==> src/rtl/lpht_pkg.sv <==
// Shared widths, codes and slot type for the linear-probing hash table.
`timescale 1ns / 1ps
`default_nettype none

package lpht_pkg;

    localparam int KEY_W     = 31;
    localparam int CMD_W     = 2;
    localparam int STATUS_W  = 2;
    localparam int INDEX_W   = 3;
    localparam int COUNT_W   = 4;
    localparam int HOME_W    = 3;
    localparam int SLOTS_DEF = 8;

    // Commands
    localparam logic [CMD_W-1:0] CMD_INSERT = CMD_W'(0);
    localparam logic [CMD_W-1:0] CMD_SEARCH = CMD_W'(1);
    localparam logic [CMD_W-1:0] CMD_DELETE = CMD_W'(2);

    // Result status
    localparam logic [STATUS_W-1:0] RES_OK   = STATUS_W'(0);
    localparam logic [STATUS_W-1:0] RES_MISS = STATUS_W'(1);
    localparam logic [STATUS_W-1:0] RES_FULL = STATUS_W'(2);

    // Slot states
    localparam logic [1:0] SLOT_EMPTY = 2'd0;
    localparam logic [1:0] SLOT_USED  = 2'd1;
    localparam logic [1:0] SLOT_TOMB  = 2'd2;

    typedef struct packed {
        logic [1:0]       state;
        logic [KEY_W-1:0] key;
    } t_slot;

endpackage

`default_nettype wire

==> src/rtl/lpht_home.sv <==
// Home slot unit: reduces a key modulo 7 by folding base-64 and base-8 digits.
`timescale 1ns / 1ps
`default_nettype none

module lpht_home (
    input  wire logic [lpht_pkg::KEY_W-1:0]  i_key,
    output logic      [lpht_pkg::HOME_W-1:0] o_home
);
    import lpht_pkg::*;

    logic [8:0] sum6;
    logic [6:0] fold1;
    logic [3:0] fold2;
    logic [3:0] fold3;

    // Both 64 and 8 are 1 modulo 7, so digit sums keep the residue.
    always_comb begin
        sum6  = 9'(i_key[5:0]) + 9'(i_key[11:6]) + 9'(i_key[17:12])
              + 9'(i_key[23:18]) + 9'(i_key[29:24]) + 9'(i_key[30]);
        fold1 = 7'(sum6[5:0]) + 7'(sum6[8:6]);
        fold2 = 4'(fold1[2:0]) + 4'(fold1[5:3]) + 4'(fold1[6]);
        fold3 = 4'(fold2[2:0]) + 4'(fold2[3]);
        o_home = (fold3 >= 4'd7) ? HOME_W'(fold3 - 4'd7) : HOME_W'(fold3);
    end

endmodule

`default_nettype wire

==> src/rtl/linear_probe_hash_table.sv <==
// Top level of the open-addressing hash table with linear probing.
`timescale 1ns / 1ps
`default_nettype none

// Insert, search and delete of 31-bit keys in a table of TABLE_SLOTS slots kept in one
// single-port slot memory. The home slot is key mod 7, and the probe walks one slot per
// cycle, wrapping at the end of the table. An item examines 1 to TABLE_SLOTS slots and
// keeps the block busy until its result is loaded; the result waits in an output register,
// and the next item may be taken while it does. After reset the block sweeps the memory
// to mark every slot empty, one slot per cycle, and holds o_stall high while it does so.
module linear_probe_hash_table #(
    parameter int TABLE_SLOTS = lpht_pkg::SLOTS_DEF
) (
    input  wire logic                            i_clk,
    input  wire logic                            i_rst_n,
    input  wire logic                            i_valid,
    output logic                                 o_stall,
    input  wire logic [lpht_pkg::CMD_W-1:0]      i_cmd,
    input  wire logic [lpht_pkg::KEY_W-1:0]      i_key,
    output logic                                 o_valid,
    input  wire logic                            i_stall,
    output logic      [lpht_pkg::STATUS_W-1:0]   o_status,
    output logic      [lpht_pkg::INDEX_W-1:0]    o_slot_index,
    output logic      [lpht_pkg::COUNT_W-1:0]    o_entry_count
);
    import lpht_pkg::*;

    localparam int SLOT_W = $clog2(TABLE_SLOTS);
    localparam int CNT_W  = $clog2(TABLE_SLOTS + 1);
    localparam logic [SLOT_W-1:0] LAST_SLOT = SLOT_W'(TABLE_SLOTS - 1);

    localparam logic [1:0] S_CLEAR = 2'd0;
    localparam logic [1:0] S_IDLE  = 2'd1;
    localparam logic [1:0] S_PROBE = 2'd2;

    t_slot r_mem [TABLE_SLOTS];
    t_slot r_rdata;

    logic [1:0]          r_state, n_state;
    logic [SLOT_W-1:0]   r_cur, n_cur;
    logic [SLOT_W-1:0]   r_steps, n_steps;
    logic [CNT_W-1:0]    r_count, n_count;
    logic                r_out_valid, n_out_valid;
    logic [CMD_W-1:0]    r_cmd;
    logic [KEY_W-1:0]    r_key;
    logic [STATUS_W-1:0] r_o_status;
    logic [INDEX_W-1:0]  r_o_index;
    logic [COUNT_W-1:0]  r_o_count;

    logic [HOME_W-1:0]   home;
    logic [SLOT_W-1:0]   next_slot;
    logic                accept;
    logic                out_free;
    logic                key_hit;
    logic                last_step;
    logic                finish;
    logic                load_out;
    logic                rd_en;
    logic [SLOT_W-1:0]   rd_addr;
    logic                wr_en;
    t_slot               wr_data;
    logic [STATUS_W-1:0] res;
    logic                do_place;
    logic                do_remove;

    lpht_home u_home (
        .i_key  (i_key),
        .o_home (home)
    );

    assign accept    = (r_state == S_IDLE) && i_valid;
    assign out_free  = !r_out_valid || !i_stall;
    assign key_hit   = (r_rdata.state == SLOT_USED) && (r_rdata.key == r_key);
    assign last_step = (r_steps == LAST_SLOT);
    assign next_slot = (r_cur == LAST_SLOT) ? '0 : r_cur + 1'b1;

    // Judge the slot whose contents arrived this cycle.
    always_comb begin
        finish    = 1'b0;
        res       = RES_MISS;
        do_place  = 1'b0;
        do_remove = 1'b0;
        unique case (r_cmd) inside
            CMD_INSERT: begin
                if (r_rdata.state != SLOT_USED) begin
                    finish   = 1'b1;
                    res      = RES_OK;
                    do_place = 1'b1;
                end else if (r_rdata.key == r_key) begin
                    finish = 1'b1;
                    res    = RES_OK;
                end else if (last_step) begin
                    finish = 1'b1;
                    res    = RES_FULL;
                end
            end
            CMD_SEARCH, CMD_DELETE: begin
                if (r_rdata.state == SLOT_EMPTY) begin
                    finish = 1'b1;
                end else if (key_hit) begin
                    finish    = 1'b1;
                    res       = RES_OK;
                    do_remove = (r_cmd == CMD_DELETE);
                end else if (last_step) begin
                    finish = 1'b1;
                end
            end
            default: begin
                finish = 1'b1;
            end
        endcase
    end

    always_comb begin
        n_state     = r_state;
        n_cur       = r_cur;
        n_steps     = r_steps;
        n_count     = r_count;
        n_out_valid = r_out_valid && i_stall;
        load_out    = 1'b0;
        rd_en       = 1'b0;
        rd_addr     = r_cur;
        wr_en       = 1'b0;
        wr_data     = '{state: SLOT_USED, key: r_key};
        unique case (r_state)
            S_CLEAR: begin
                wr_en   = 1'b1;
                wr_data = '{state: SLOT_EMPTY, key: '0};
                n_cur   = next_slot;
                if (r_cur == LAST_SLOT) begin
                    n_state = S_IDLE;
                end
            end
            S_IDLE: begin
                if (accept) begin
                    rd_en   = 1'b1;
                    rd_addr = SLOT_W'(home);
                    n_cur   = SLOT_W'(home);
                    n_steps = '0;
                    n_state = S_PROBE;
                end
            end
            S_PROBE: begin
                if (!finish) begin
                    rd_en   = 1'b1;
                    rd_addr = next_slot;
                    n_cur   = next_slot;
                    n_steps = r_steps + 1'b1;
                end else if (out_free) begin
                    // The result register is free: commit the change and report.
                    if (do_place) begin
                        wr_en   = 1'b1;
                        n_count = r_count + 1'b1;
                    end else if (do_remove) begin
                        wr_en   = 1'b1;
                        wr_data = '{state: SLOT_TOMB, key: r_rdata.key};
                        n_count = r_count - 1'b1;
                    end
                    load_out    = 1'b1;
                    n_out_valid = 1'b1;
                    n_state     = S_IDLE;
                end
            end
            default: begin
                n_state = S_CLEAR;
                n_cur   = '0;
            end
        endcase
    end

    always_ff @(posedge i_clk) begin
        if (!i_rst_n) begin
            r_state     <= S_CLEAR;
            r_cur       <= '0;
            r_steps     <= '0;
            r_count     <= '0;
            r_out_valid <= 1'b0;
        end else begin
            r_state     <= n_state;
            r_cur       <= n_cur;
            r_steps     <= n_steps;
            r_count     <= n_count;
            r_out_valid <= n_out_valid;
        end
    end

    always_ff @(posedge i_clk) begin
        if (accept) begin
            r_cmd <= i_cmd;
            r_key <= i_key;
        end
        if (load_out) begin
            r_o_status <= res;
            r_o_index  <= (res == RES_OK) ? INDEX_W'(r_cur) : '0;
            r_o_count  <= COUNT_W'(n_count);
        end
    end

    always_ff @(posedge i_clk) begin
        if (wr_en) begin
            r_mem[r_cur] <= wr_data;
        end
        if (rd_en) begin
            r_rdata <= r_mem[rd_addr];
        end
    end

    assign o_stall       = (r_state != S_IDLE);
    assign o_valid       = r_out_valid;
    assign o_status      = r_o_status;
    assign o_slot_index  = r_o_index;
    assign o_entry_count = r_o_count;

`ifndef SYNTHESIS
    a_count_bound: assert property (@(posedge i_clk) disable iff (!i_rst_n)
        r_count <= CNT_W'(TABLE_SLOTS))
        else $error("occupied count exceeds the table size");

    a_full_means_all_used: assert property (@(posedge i_clk) disable iff (!i_rst_n)
        load_out && (res == RES_FULL) |-> r_count == CNT_W'(TABLE_SLOTS))
        else $error("table reported full while a slot is free");

    a_place_counts: assert property (@(posedge i_clk) disable iff (!i_rst_n)
        wr_en && (r_state == S_PROBE) && (r_cmd == CMD_INSERT)
        |=> r_count == $past(r_count) + 1'b1)
        else $error("new entry did not raise the count");

    a_remove_counts: assert property (@(posedge i_clk) disable iff (!i_rst_n)
        wr_en && (r_state == S_PROBE) && (r_cmd == CMD_DELETE)
        |=> r_count == $past(r_count) - 1'b1)
        else $error("removal did not lower the count");

    a_probe_bounded: assert property (@(posedge i_clk) disable iff (!i_rst_n)
        (r_state == S_PROBE) && last_step |-> finish)
        else $error("probe ran past one full wrap");
`endif

endmodule

`default_nettype wire

==> config.mk <==
export PLATFORM = sky130hd
export DESIGN_NAME = linear_probe_hash_table
export DESIGN_NICKNAME = d
export VERILOG_FILES = /design/src/rtl/lpht_pkg.sv /design/src/rtl/lpht_home.sv /design/src/rtl/linear_probe_hash_table.sv
export SDC_FILE = /design/constraint.sdc
export NUM_CORES = 1
export LEC_CHECK = 0
export BUFFER_PORTS_ARGS = -buffer_cell sky130_fd_sc_hd__clkbuf_2
export CAP_MARGIN = 15
export CORE_ASPECT_RATIO = 0.8
export CORE_MARGIN = 3
export CORE_UTILIZATION = 40
export CTS_CLUSTER_SIZE = 28
export DETAILED_ROUTE_END_ITERATION = 8
export PLACE_DENSITY = 0.62
export SLEW_MARGIN = 10
export SYNTH_ARGS = -nofsm -noshare
export SYNTH_HDL_FRONTEND = slang
export SYNTH_SLANG_ARGS = --single-unit
==> constraint.sdc <==
create_clock -name i_clk -period 17.2 [get_ports i_clk]
set_input_delay 0.86 -clock i_clk [delete_from_list [all_inputs] [get_ports i_clk]]
set_output_delay 0.86 -clock i_clk [all_outputs]
set_load 0.02 [all_outputs]
Word-level counts from Yosys, hierarchy flattened:

Memories as Yosys holds them, arrays and structs flattened. A register that Yosys moved wholly into a read port is not among the register bits.
Index checks and enable logic that the tools add are counted.

* memories: 1
* output and inout bits: 11
* word-level logic and storage cells: 112
* RAM bits: 264
* input port bits: 37
* bits in registers: 55

Memories
* r_mem: depth 8, width 33, read ports 1, clocked after Yosys merged registers in 1, write ports 1, line linear_probe_hash_table.sv:36 `t_slot r_mem [TABLE_SLOTS];`

* magnitude comparators: 1
* equality and inequality tests: 15
* $add $sub $neg: 14
* reduce and logical (&&, ||, !) cells: 14
* muxes and demuxes: 57

Operators by type and width (count)
* 2-to-1 mux 33 bit: 4
* one-hot mux 33 bit (2 select lines): 1
* == test 31 bit: 1
* adder 9 x 6 -> 9 bit: 3
* 2-to-1 mux 1 bit: 26
* 2-to-1 mux 4 bit: 5
* 2-to-1 mux 3 bit: 6
* 2-to-1 mux 2 bit: 7
* one-hot mux 3 bit (2 select lines): 2
* inequality test 2 bit, second input constant: 5
* adder 9 x 1 -> 9 bit: 1
* one-hot mux 3 bit (3 select lines): 1
* zero test 2 bit: 4
* adder 6 x 3 -> 7 bit: 1
* adder 6 x 6 -> 7 bit: 1
* adder 3 x 1 -> 3 bit, second input constant: 2
* == test 2 x 1 -> 1 bit, second input constant: 3
* == test 3 bit, second input constant: 2
* one-hot mux 1 bit (2 select lines): 3
* one-hot mux 2 bit (3 select lines): 1
* adder 3 x 1 -> 4 bit: 1
* adder 3 x 3 -> 4 bit: 1
* adder 4 x 1 -> 4 bit: 1
* adder 4 x 1 -> 4 bit, second input constant: 1
* 13 further kinds: 18

Depth between registers and ports, before layout:

* word-level depth: 13
* gate-level depth with buffers: 40
* gate-level depth less buffers: 38

Cells and area by module:

Synthesis repeated with hierarchy kept, for this count alone.

* cell total of the unflattened synthesis: 978
* area, all modules: 15448.6 µm²

By module, submodules not included
* linear_probe_hash_table: cells each 834, times used 1, area an instance 14259.9 µm², sequential area each 10440.0 µm²
* lpht_home: cells each 144, times used 1, area an instance 1188.6 µm², sequential area each 0.0 µm²

Least setup slack after synthesis:

Ideal clock, no wire load.

* path kind: input port to flip-flop
* start point: input i_key[0] (netlist name)
* end point: register, netlist name r_rdata[18]
* slack: 8.995 ns
* required time: 16.944 ns
* data arrival time: 7.949 ns
* buffers on the path: 3
* stages on the path: 38
* setup time: 0.256 ns
* cells stage by stage: ha_1 > fa_1 > a21o_1 > a21oi_1 > xnor2_1 > fa_1 > inv_1 > fa_1 > inv_1 > ha_1 > inv_1 > nor2_1 > nor2_1 > o21bai_1 > a21oi_1 > xnor2_1 > inv_1 > fa_1 > [2 not listed] > inv_1 > nand3_1 > fa_1 > fa_1 > inv_1 > ha_1 > ha_1 > a21oi_1 > a31oi_1 > xor2_1 > nand2_1 > and4_1 > buf_4 > buf_6 > buf_2 > a22oi_1 > o211ai_1 > and4_1

* longest elaborated chain between the ends: 13
* elaborated cells between the ends (all ways): 14
* classes of those cells: add/sub: 10; order compare: 1; mux: 3

RTL lines
* from (decl): line linear_probe_hash_table.sv:19 `input wire logic [lpht_pkg::KEY_W-1:0] i_key,`
* adder 6 x 6 -> 7 bit (*): line lpht_home.sv:18 `sum6 = 9'(i_key[5:0]) + 9'(i_key[11:6]) + 9'(i_key[17:12])`
* adder 9 x 6 -> 9 bit (*): line lpht_home.sv:18
* adder 9 x 6 -> 9 bit (*) (2 in series): line lpht_home.sv:19 `+ 9'(i_key[23:18]) + 9'(i_key[29:24]) + 9'(i_key[30]);`
* adder 9 x 1 -> 9 bit (*): line lpht_home.sv:19
* adder 6 x 3 -> 7 bit (*): line lpht_home.sv:20 `fold1 = 7'(sum6[5:0]) + 7'(sum6[8:6]);`
* adder 3 x 3 -> 4 bit: line lpht_home.sv:21 `fold2 = 4'(fold1[2:0]) + 4'(fold1[5:3]) + 4'(fold1[6]);`
* adder 4 x 1 -> 4 bit (*): line lpht_home.sv:21
* adder 3 x 1 -> 4 bit (*): line lpht_home.sv:22 `fold3 = 4'(fold2[2:0]) + 4'(fold2[3]);`
* >= comparator 4 x 3 -> 1 bit / subtractor 3 bit (equally long branches): line lpht_home.sv:23 `o_home = (fold3 >= 4'd7) ? HOME_W'(fold3 - 4'd7) : HOME_W'(fold3);`
* 2-to-1 mux 3 bit (*): line lpht_home.sv:23
* 2-to-1 mux 3 bit (*)
* one-hot mux 3 bit (2 select lines) (*): line linear_probe_hash_table.sv:125 `unique case (r_state)`

Mark *: on every way between the ends. The rest lies on a longest branch, timed or not.
A chain may end at the register's enable or synchronous reset.

Final worst setup path:

* start point: input i_key[0] (netlist name)
* end point: register, netlist name r_rdata[18]

* longest elaborated chain between the ends: 13
* elaborated cells between the ends (all ways): 14
* classes of those cells: add/sub: 10; order compare: 1; mux: 3

RTL lines (line)
* adder 6 x 6 -> 7 bit (*): lpht_home.sv:18
* adder 9 x 6 -> 9 bit (*): lpht_home.sv:18
* adder 9 x 6 -> 9 bit (*) (2 in series): lpht_home.sv:19
* adder 9 x 1 -> 9 bit (*): lpht_home.sv:19
* adder 6 x 3 -> 7 bit (*): lpht_home.sv:20
* adder 3 x 3 -> 4 bit: lpht_home.sv:21
* adder 4 x 1 -> 4 bit (*): lpht_home.sv:21
* adder 3 x 1 -> 4 bit (*): lpht_home.sv:22
* >= comparator 4 x 3 -> 1 bit / subtractor 3 bit (equally long branches): lpht_home.sv:23
* 2-to-1 mux 3 bit (*): lpht_home.sv:23
* 2-to-1 mux 3 bit (*)
* one-hot mux 3 bit (2 select lines) (*): linear_probe_hash_table.sv:125

Marked as above.

==> flow_summary.toml <==
[run_status]
status = "complete, no violations"

[final_layout]
nNetsFinal = 1337
antennaDiodeCount = 0
multi_input_area_um2 = 6122
final_cell_mix = "339 x edfxtp_1, 134 x mux2i_1, 102 x a22oi_1"
final_common_cell = "edfxtp_1"
syn_to_final_growth_pct = 11.09
seq_area_um2 = 10440
final_area_um2 = 19000
nFillCells = 3743
drive_gt1_share_pct = 10.97
instances_no_fill = 1828

[critical_path]
slowest_delay_ns = 0.90
endpoint = "r_rdata[18]"
crit_arrival_ns = 9.76
cp.depth = 35
crit_path_max_fanout = 56
worstSetupStartpoint = "i_key[0]"
reg2regPathDepth = 10
cp-end-kind = "register"
timing.rr.start = "r_key[20]"
critPathLaunchType = "primary input"
critPathTopFamily = "adder cells"
crit_type = "in2reg"
timing.rr.end = "r_rdata[18]"
cpMostUsedCell = "fa_1"
crit_required_ns = 17.47
rrSetupSlack_ns = 12.37
critPathSlowestCell = "buf_4"
path_buf_inv = 7

[route]
routed_wirelength_um = 43620
wl_per_cell_um = 23.86
first_pass_iters = 5
routed-via-count = 10840
viasPerCell = 5.927
drtIter0Drc = 946
drc = 0
drtAntennaViolNets = 0

[floorplan]
die_w_um = 237.2
initial_core_util_pct = 40.63
core_area_um2 = 42080
rows = 67
die_h_um = 190.9
ios = 48
dieArea_um2 = 45280

[timing]
finalCritPeriodShare_pct = 55.18
tns_ns = 0
worst_pin_slew_ns = 1.007
rsz0062_at_grt = "no"
period_minus_slack_ns = 9.491
slew_viol_final = 0
fin_ws_ns = 7.709
max-slew-margin-rel_pct = 32.87
hold_viol = 0
max_clock_freq_mhz = 105.4
clock_skew_ns = 0.02158
setup_violations = 0

[grt]
globalRouteOverflowTotal = 0
antenna_found_initial = 0
grt_usage_pct = 19.26
grt_pass1_vias = 10640
grt_max_degree = 77
grt_pass1_wl_um = 65460

[synth]
synthTopCellsByArea = "edfxtp_1 60%, mux2i_1 7.8%, a22oi_1 4.5%"
yosys.area_share.simple_pct = 5.919
synth_xor_area_share_pct = 2.510
avgSynthCellArea_um2 = 13.99
synth_top_family_by_area = "compound AO/OA/AOI/OAI gates"
netlist_instances = 1222
synth_area_um2 = 17100
synth_edf_count = 339
synth_seq_cells = 352
synth_top_cell_by_area = "edfxtp_1"
syn-num-nets = 1310
ys_async_sr_fraction_pct = 0
ys_seq_area_share_pct = 61.05
netlist.area_leader.share_pct = 59.53
synth_flop_cell = "edfxtp_1"
yosys_warnings = 0
synth_mux_area_share_pct = 7.910
synth-compound-area-share_pct = 14.37
synth_fa_ha_area_share_pct = 4.478
netlist-cell-type-count = 56

[clocking]
cts.path.max_buffers = 3
htree_levels = 2
root_buffer = "clkbuf_16"
numCtsBuffers = 37
cts_tree = "done"
clkSinkCount = 352
ctsResizeCount = 0
cts_setup_buffers = 0
clock_latency_ns = 0.53
path_clk_slew_ns = 0.06
cts_hold_buf = 0

[power_and_ir_drop]
cellLeakagePower_nw = 7.192
powerDensity_nw_per_um2 = 176.8
peakVddDrop_uv = 200.1

[placed_design]
hpwl_um = 23890
post_dp_cell_area_um2 = 17860
place_congestion = 0.8054
pre_cts_ws_ns = 7.176
dp_cells = 1762
io_buffers = 47

[flow_run]
drv_cap = 0

[worst_hold_path]
min_path_type = "in2reg"
flip-flops by register name (all words and copies together), names as in the netlist:
register	flops
r_count	4
o_valid	1
r_key	31
r_steps	3
r_rdata	33
o_slot_index	3
r_state	2
o_status	2
r_mem	264
r_cur	3
r_cmd	2
o_entry_count	4
power by group:
part           internal [mW]  total [mW]  switching, mW
combinational          0.514        1.36          0.850
sequential              1.15        1.23         0.0803
clock                  0.442       0.768          0.327
total                   2.10        3.36           1.26
kinds of logic after synthesis:
logic type | after synthesis
xor+xnor | 49
compound gates | 334
simple gates | 164
flops | 352
buf+inv | 137
mux | 135
fa+ha+maj | 51
worst register-to-register path, cell delays in order, from the launching register on:
cell and delay (ns):
edfxtp_1 0.41, xor2_1 0.18, nor4_1 0.84, and4_1 0.41
a21boi_2 0.11, o211ai_2 0.33, a21bo_4 0.71, buf_4 0.90
mux2i_1 0.33, o211ai_1 0.11, and4_1 0.24
layout make-up:
class                           instances  area share [%]
Clock buffer                           45           5.032
Clock inverter                         21          0.9550
Inverter                               58           1.146
Multi-Input combinational cell        733           32.23
Sequential cell                       352           54.98
Tap cell                              552           3.636
Timing Repair Buffer                   67           2.029
metrics by stage:
step / power [mW] / utilization [%] / hold WS, ns
2_1_floorplan: 2.182 / - / 0.5001
3_3_place_gp: 2.523 / 42.44 / 0.5220
3_5_place_dp: 2.583 / 42.44 / 0.5296
4_1_cts: 3.356 / 45.14 / 0.4864
5_1_grt: 3.569 / 45.14 / 0.4895
6_report: 3.358 / 45.14 / 0.5168
synthesized netlist by cell type, drive strengths merged (20+ instances only):
master  number
a21oi       20
a221oi      34
a22oi      102
and2        39
and4        36
buf         43
clkbuf      36
edfxtp     339
ha          34
inv         58
mux2i      134
nand2       22
o211ai     102
o21ai       42
xor2        35
worst min path at each step:
stage / startpoint / endpoint / slack [ns] / cells after the start
floorplan: r_state[0] / r_state[0] / 0.50 / 2
global placement: r_state[0] / r_state[0] / 0.52 / 2
detailed placement: r_state[0] / r_state[0] / 0.53 / 2
CTS: i_cmd[1] / r_cmd[1] / 0.49 / 1
global route: i_cmd[1] / r_cmd[1] / 0.49 / 1
finish: i_cmd[1] / r_cmd[1] / 0.52 / 1
layer usage:
| layer | share of wire [%] | vias up | GRT usage (%) | wire length (um) |
|---|---|---|---|---|
| met5 | 0 | - | 0 | 0 |
| met3 | 7.4 | 73 | 4.168 | 3226 |
| met4 | 2.1 | 0 | 4.958 | 908 |
| met1 | 46 | 5473 | 28.06 | 20090 |
| li1 | - | 4897 | - | - |
| met2 | 44 | 392 | 29.41 | 19390 |
(Power assumes the default switching activity.)
